==> src/rtl/core/gwps_pkg.sv <==
// ----------------------------------------------------------------------------
// gwps_pkg
// Types, register map, constants and saturation helper for the gravity well.
// ----------------------------------------------------------------------------
package gwps_pkg;

    localparam int PADDR_W = 4;

    localparam logic [1:0] REG_ATTRACT_GAIN = 2'd0;
    localparam logic [1:0] REG_VEL_DAMPING  = 2'd1;
    localparam logic [1:0] REG_RETGT_DIST   = 2'd2;
    localparam logic [1:0] REG_PULL_STR     = 2'd3;

    localparam logic [15:0] ATTRACT_GAIN_RST = 16'd328;
    localparam logic [16:0] VEL_DAMPING_RST  = 17'd62259;
    localparam logic [30:0] RETGT_DIST_RST   = 31'd655360;
    localparam logic [30:0] PULL_STR_RST     = 31'd32768;

    localparam logic signed [31:0] Q_MAX      = 32'sh7FFF_FFFF;
    localparam logic signed [31:0] TGT_XY_OFS = 32'sd983040;   // 15.0
    localparam logic signed [31:0] TGT_Z_OFS  = 32'sd327680;   // 5.0
    localparam logic [63:0]        RECIP_NUM  = 64'h1_0000_0000;

    localparam int DIV_STEPS = 31;
    localparam int DIV_CNT_W = $clog2(DIV_STEPS + 1);

    typedef enum logic {
        CMD_TICK     = 1'b0,
        CMD_PARTICLE = 1'b1
    } gwps_cmd_t;

    typedef struct packed {
        logic               command;
        logic [15:0]        rand_x;
        logic [15:0]        rand_y;
        logic [15:0]        rand_z;
        logic signed [31:0] pos_x;
        logic signed [31:0] pos_y;
        logic signed [31:0] pos_z;
        logic signed [31:0] vel_x;
        logic signed [31:0] vel_y;
        logic signed [31:0] vel_z;
        logic signed [31:0] spin;
    } in_item_t;

    typedef struct packed {
        logic signed [31:0] new_vel_x;
        logic signed [31:0] new_vel_y;
        logic signed [31:0] new_vel_z;
        logic signed [31:0] new_spin;
        logic signed [31:0] well_x;
        logic signed [31:0] well_y;
        logic signed [31:0] well_z;
        logic               retargeted;
        logic               saturated;
    } out_item_t;

    typedef struct packed {
        logic        done;
        logic        ovf;
        logic [30:0] quot;
    } div_res_t;

    typedef enum logic [4:0] {
        ST_IDLE,
        ST_OFF,
        ST_SQ_MUL,
        ST_SQ_ACC,
        ST_GAIN_MUL,
        ST_VEL,
        ST_POS,
        ST_DAMP,
        ST_RETGT,
        ST_ZERO,
        ST_PULL_MUL,
        ST_DIV_START,
        ST_DIV_WAIT,
        ST_RECIP_START,
        ST_RECIP_WAIT,
        ST_DONE
    } gwps_state_t;

    // {clip, value}: clamp a wide signed value to 32 bits
    function automatic logic [32:0] sat32(input logic signed [65:0] v);
        logic [32:0] r;
        if (v > 66'sd2147483647) begin
            r = {1'b1, 32'h7FFF_FFFF};
        end else if (v < -66'sd2147483648) begin
            r = {1'b1, 32'h8000_0000};
        end else begin
            r = {1'b0, v[31:0]};
        end
        return r;
    endfunction

endpackage

==> src/rtl/core/gwps_div.sv <==
// ----------------------------------------------------------------------------
// gwps_div
// Radix-2 restoring divider: floor(num * 2^16 / den), overflow flagged at 2^31.
// ----------------------------------------------------------------------------
module gwps_div (
    input  logic              aclk,
    input  logic              aresetn,
    input  logic              start,
    input  logic [63:0]       num,
    input  logic [63:0]       den,
    output gwps_pkg::div_res_t res
);
    import gwps_pkg::*;

    logic                 busy_reg, busy_next;
    logic                 done_reg, done_next;
    logic                 ovf_reg, ovf_next;
    logic [DIV_CNT_W-1:0] cnt_reg, cnt_next;
    logic [63:0]          rem_reg, rem_next;
    logic [30:0]          sh_reg, sh_next;
    logic [30:0]          q_reg, q_next;

    logic [63:0] r0;
    logic [64:0] trial;

    always_ff @(posedge aclk) begin
        if (!aresetn) begin
            busy_reg <= 1'b0;
            done_reg <= 1'b0;
        end else begin
            busy_reg <= busy_next;
            done_reg <= done_next;
        end
        ovf_reg <= ovf_next;
        cnt_reg <= cnt_next;
        rem_reg <= rem_next;
        sh_reg  <= sh_next;
        q_reg   <= q_next;
    end

    always_comb begin
        busy_next = busy_reg;
        done_next = 1'b0;
        ovf_next  = ovf_reg;
        cnt_next  = cnt_reg;
        rem_next  = rem_reg;
        sh_next   = sh_reg;
        q_next    = q_reg;
        // top of the shifted numerator; quotient overflows when this reaches den
        r0    = {15'd0, num[63:15]};
        trial = {rem_reg, sh_reg[30]};
        if (start) begin
            q_next   = '0;
            rem_next = r0;
            sh_next  = {num[14:0], 16'd0};
            cnt_next = DIV_CNT_W'(DIV_STEPS);
            if (r0 >= den) begin
                ovf_next  = 1'b1;
                done_next = 1'b1;
            end else begin
                ovf_next  = 1'b0;
                busy_next = 1'b1;
            end
        end else if (busy_reg) begin
            if (trial >= {1'b0, den}) begin
                rem_next = 64'(trial - {1'b0, den});
                q_next   = {q_reg[29:0], 1'b1};
            end else begin
                rem_next = trial[63:0];
                q_next   = {q_reg[29:0], 1'b0};
            end
            sh_next  = {sh_reg[29:0], 1'b0};
            cnt_next = cnt_reg - 1'b1;
            if (cnt_reg == DIV_CNT_W'(1)) begin
                busy_next = 1'b0;
                done_next = 1'b1;
            end
        end
    end

    assign res.done = done_reg;
    assign res.ovf  = ovf_reg;
    assign res.quot = q_reg;

endmodule

==> config.mk <==
export PLATFORM = sky130hd
export DESIGN_NAME = gwps_div
export DESIGN_NICKNAME = d
export VERILOG_FILES = /design/src/rtl/core/gwps_pkg.sv /design/src/rtl/core/gwps_div.sv
export SDC_FILE = /design/constraint.sdc
export NUM_CORES = 1
export LEC_CHECK = 0
export BUFFER_PORTS_ARGS = -buffer_cell sky130_fd_sc_hd__clkbuf_2
export CORE_MARGIN = 2
export CORE_UTILIZATION = 30
export CTS_BUF_LIST = sky130_fd_sc_hd__clkbuf_8 sky130_fd_sc_hd__clkbuf_16
export DETAILED_ROUTE_END_ITERATION = 10
export SLEW_MARGIN = 0
export SYNTH_ARGS = -nofsm -noshare
export SYNTH_HDL_FRONTEND = slang
export SYNTH_SLANG_ARGS = --single-unit
==> constraint.sdc <==
create_clock -name aclk -period 6.6 [get_ports aclk]
set_input_delay 0.99 -clock aclk [delete_from_list [all_inputs] [get_ports aclk]]
set_output_delay 0.99 -clock aclk [all_outputs]
set_load 0.01 [all_outputs]
# == Yosys cells after proc, flatten, opt, wreduce, memory -nomap -nowiden ==
# Cells that the tools add are included.
# totals
register_bits,118
output_inout_bits,33
input_bits,131
word_cells,29
# classes
addsub,2
reduce_logical,1
n_mux,14
n_eq_ne,2
magnitude_cmp,2
# op_table
op,n
$mux 49,2
$ge 65x64->1,1
$ge 49x64->1,1
$mux 64,1
$sub 64x64->64,1
$mux 31,2
$mux 1,9
$eq 5x1->1 const B,1
$sub 5x1->5 const B,1
$ne 2x2->1 const B,1
$reduce_bool 2->1,1

# == Depth between registers and ports, before layout ==
# depth
depth_word,4
mapped_depth,16
depth_no_buf,13

# == Worst setup path before layout ==
# No wires, ideal clock.
# synth_timing
path_type,input-to-reg
startpoint,input port den[9]
endpoint,register rem_reg[46] (data pin)
slack_ps,2725
setup_ps,260
t_required_ps,6340
stages,13
path_buffers,1
arrival_ps,3615
path_cell_list,inv_1 ha_1 buf_2 nand4_2 or3_4 a2111oi_4 and4b_4 or3_4 nand3_2 a21o_2 xnor2_1 a21oi_1 mux2_2
# synth_between
elab_chain_len,4
word_cells_on_any_way,5
cone_classes,add/sub: 1; order compare: 1; mux: 3
# synth_rtl
item,line_no,text
from (decl),gwps_div.sv:10,"input logic [63:0] den,"
$sub 64x64->64 or $ge 65x64->1 (tied branches),"gwps_div.sv:66, gwps_div.sv:65",
$mux 64 *,gwps_div.sv:65,"if (trial >= {1'b0, den}) begin"
$mux 49 *,gwps_div.sv:64,end else if (busy_reg) begin
$mux 49 *,gwps_div.sv:52,if (start) begin
net rem_next[46],gwps_div.sv:19,"logic [63:0] rem_reg, rem_next;"
to (signal assigned),gwps_div.sv:36,rem_reg <= rem_next;
to (decl),gwps_div.sv:19,
# The timed path passes the listed nets; every way through them passes the cells marked *. The select of a mux whose other input is x is not followed.
# A chain may end at the register's enable or synchronous reset.

# == Worst setup path after layout ==
# layout_timing
startpoint,input port den[58]
endpoint,register rem_reg[27] (data pin)
# layout_between
elab_chain_len,4
# layout_rtl
item,line_no
$ge 65x64->1,gwps_div.sv:65
$mux 64,gwps_div.sv:65
$mux 49,gwps_div.sv:64
$mux 49,gwps_div.sv:52
net rem_next[27],gwps_div.sv:19
# The timed path passes the listed nets, and every way through them passes these cells. The select of a mux whose other input is x is not followed.

==> run_results.csv <==
group,metric,value,unit
status,status,"finished clean",
min_path,holdPathEnd,"rem_reg[63]",
floorplanning,fp.coreArea,34700,sq um
logic_synthesis,yosysSeqAreaShare,0.283,
logic_synthesis,ys.flop_type,"edfxtp_1",
logic_synthesis,synthXorXnorAreaFrac,0.0461,
finish,syn2layout_area_growth,16.3,%
logic_synthesis,async_reset_ff_frac,0,
min_path,hold_depth,2,
clocking,root_buffer,"clkbuf_16",
clocking,postCtsResizedCells,0,
worst_setup_path,r2r_slack,2.32,ns
finish,largest_reg_flops,64,
logic_synthesis,syn_inst,1245,
finish,layout.nets,1614,
worst_setup_path,path_class,"primary input to flop",
place,place_hpwl,23700,um
detailed_routing,vias,9465,
detailed_routing,postRouteWirelength,29900,um
logic_synthesis,synthSimpleGateAreaFrac,0.158,
floorplanning,start_util,0.306,
global_route,grt_pass1_wl,48600,um
floorplanning,die_w,192,um
logic_synthesis,synth-compound-area-share,0.214,
timing,post-route-min-period,4.67,ns
worst_setup_path,cp-start-kind,"primary input",
worst_setup_path,crit_path_end_kind,"flop",
timing,setup_violations,0,
logic_synthesis,synth_top_area_share,0.184,
logic_synthesis,synth_edf_count,65,
clocking,clock_path_buffers,2,
timing,slew_violations,0,
clocking,clk_pin_slew_worst_paths,0.06,ns
logic_synthesis,synth_nets,1492,
clocking,cts.sinks,118,
detailed_routing,wl_per_cell,16.3,um
power,leakagePower,5.68,nW
worst_setup_path,crit_start,"den[58]",
logic_synthesis,synth_most_common_cell,"a21oi_1",
worst_setup_path,crit_fanout,54,
place,post-place-ws,1.53,ns
timing,finalSetupTns,0,ns
logic_synthesis,yosysUniqueCellTypes,76,
logic_synthesis,avgSynthCellArea,8.54,sq um
global_route,grt_usage,0.165,
worst_setup_path,worstReg2RegEnd,"rem_reg[27]",
finish,drive_above_1_share,0.199,
power,vdd_drop_max,155,uV
global_route,grt_pass1_vias,9382,
clocking,cts_post_setup_buffers_inserted,0,
run,maxCapViolCount,0,
timing,rsz0062_at_grt,"false",
logic_synthesis,synth_top_family_by_area,"compound AO/OA/AOI/OAI gates",
clocking,cts_tree,"built",
detailed_routing,drc,0,
power,power.density,267,nW/um^2
worst_setup_path,arrival,4.84,ns
clocking,cts_made_buffers,17,
worst_setup_path,reg2reg_from,"rem_reg[57]",
timing,hold_viol,0,
global_route,grt_max_degree,73,
worst_setup_path,reg2reg_depth,12,
logic_synthesis,synth_mux_area_frac,0.101,
detailed_routing,ant_nets,0,
logic_synthesis,syn_area,10600,sq um
detailed_routing,viasPerCell,5.16,
worst_setup_path,cp.required,6.77,ns
global_route,antenna_found_initial,2,
clocking,clock_latency,0.43,ns
timing,relSlewSlack,0.358,
timing,layout_setup_ws,1.93,ns
min_path,hold_path.class,"flop to flop",
floorplanning,die-area,37000,sq um
timing,worst_pin_slew,0.938,ns
floorplanning,fp.dieH,192,um
global_route,overflow,0,
clocking,h-tree-depth,4,
power,p_total,3.30,mW
detailed_routing,first_pass_iters,5,
timing,timing.final.crit_share,0.707,
place,portBuffers,163,
min_path,hp-start,"rem_reg[63]",
logic_synthesis,synth_seq_cells,118,
logic_synthesis,synth_area_leaders,"edfxtp_1, ha_1, dfxtp_1, a21oi_1, mux2_2",
floorplanning,rows,68,
detailed_routing,drt_iter0_markers,604,
floorplanning,pin_count,164,
logic_synthesis,synthTopCellsByCount,"a21oi_1, nor2_1, ha_1",
logic_synthesis,yosys.area.top_type,"edfxtp_1",
timing,clock-skew-final,0.0149,ns
timing,maxClockFrequency,0.214,GHz
logic_synthesis,synth-adder-area-share,0.137,
place,gp_congestion,0.844,
logic_synthesis,yosysWarningCount,0,
clocking,ctsHoldBuffers,0,
==> placed cells by master (no fill, tap or decap), types with 15 or more instances in the layout <==
| cell type | n |
|---|---|
| edfxtp_1 | 65 |
| nor2_1 | 121 |
| inv_1 | 95 |
| o21bai_1 | 15 |
| a21oi_1 | 136 |
| o21ai_0 | 34 |
| a21o_1 | 69 |
| mux2_2 | 57 |
| o21ai_1 | 17 |
| clkbuf_2 | 162 |
| clkbuf_16 | 17 |
| ha_1 | 115 |
| xor2_1 | 23 |
| xnor2_1 | 33 |
| dfxtp_1 | 52 |
| nand2_1 | 66 |
| nand3_1 | 23 |
| nand4_1 | 33 |
| mux2i_1 | 40 |
==> metrics by stage <==
stage	hold WS (ns)	cell area, sq um	std cells	utilization
2_1_floorplan	0.465	10600	1245	-
3_3_place_gp	0.475	11800	1803	0.340
3_5_place_dp	0.491	11800	1803	0.340
4_1_cts	0.500	12400	1835	0.356
5_1_grt	0.524	12400	1835	0.356
6_report	0.494	12400	1836	0.356
==> final cells by class <==
| type | instances | area [sq um] |
|---|---|---|
| fill | 3645 | 22400 |
| multi-input combinational | 967 | 6990 |
| sequential | 118 | 3010 |
| timing repair buffer | 168 | 856 |
| tap | 455 | 569 |
| clock buffer | 17 | 425 |
| inverter | 95 | 357 |
| clock inverter | 15 | 143 |
| antenna | 1 | 2.50 |
==> worst max-delay path by stage <==
stage                  endpoint  cells after the start
floorplan           rem_reg[46]                     13
global placement    rem_reg[19]                     14
detailed placement  rem_reg[27]                     14
CTS                 rem_reg[27]                     14
global route        rem_reg[28]                     14
finish              rem_reg[27]                     14
==> per-layer routing <==
| metal | global-route usage | share of wire |
|---|---|---|
| met3 | 0.0411 | 0.066 |
| met1 | 0.227 | 0.48 |
| met4 | 0.0323 | 0.010 |
| met5 | 0 | 0.00040 |
| met2 | 0.262 | 0.44 |
==> critical path, cell delays in order <==
cell       delay [ns]
clkbuf_2         0.10
inv_1            0.04
ha_1             0.38
a21o_1           0.19
a21o_1           0.17
a21o_1           0.18
a21o_1           0.18
a21o_1           0.19
a2111oi_0        0.83
nand3_4          0.65
buf_4            0.47
nor2_1           0.11
a21oi_1          0.05
mux2_2           0.27
==> power by group <==
group | total, mW | switching, mW | internal [mW]
Clock | 0.912 | 0.388 | 0.524
Sequential | 0.955 | 0.0587 | 0.896
Combinational | 1.43 | 0.837 | 0.597
==> cell families (layout without fill, tap and decap cells) <==
logic type | after synthesis | count (layout)
flip-flops | 118 | 118
AO/OA/AOI/OAI | 358 | 358
adder cells (fa/ha/maj) | 116 | 116
AND/OR/NAND/NOR | 337 | 337
other | 0 | 1
buffers and inverters | 160 | 295
multiplexers | 100 | 100
XOR/XNOR | 56 | 56
No activity file was read; power rests on OpenSTA's default activity.
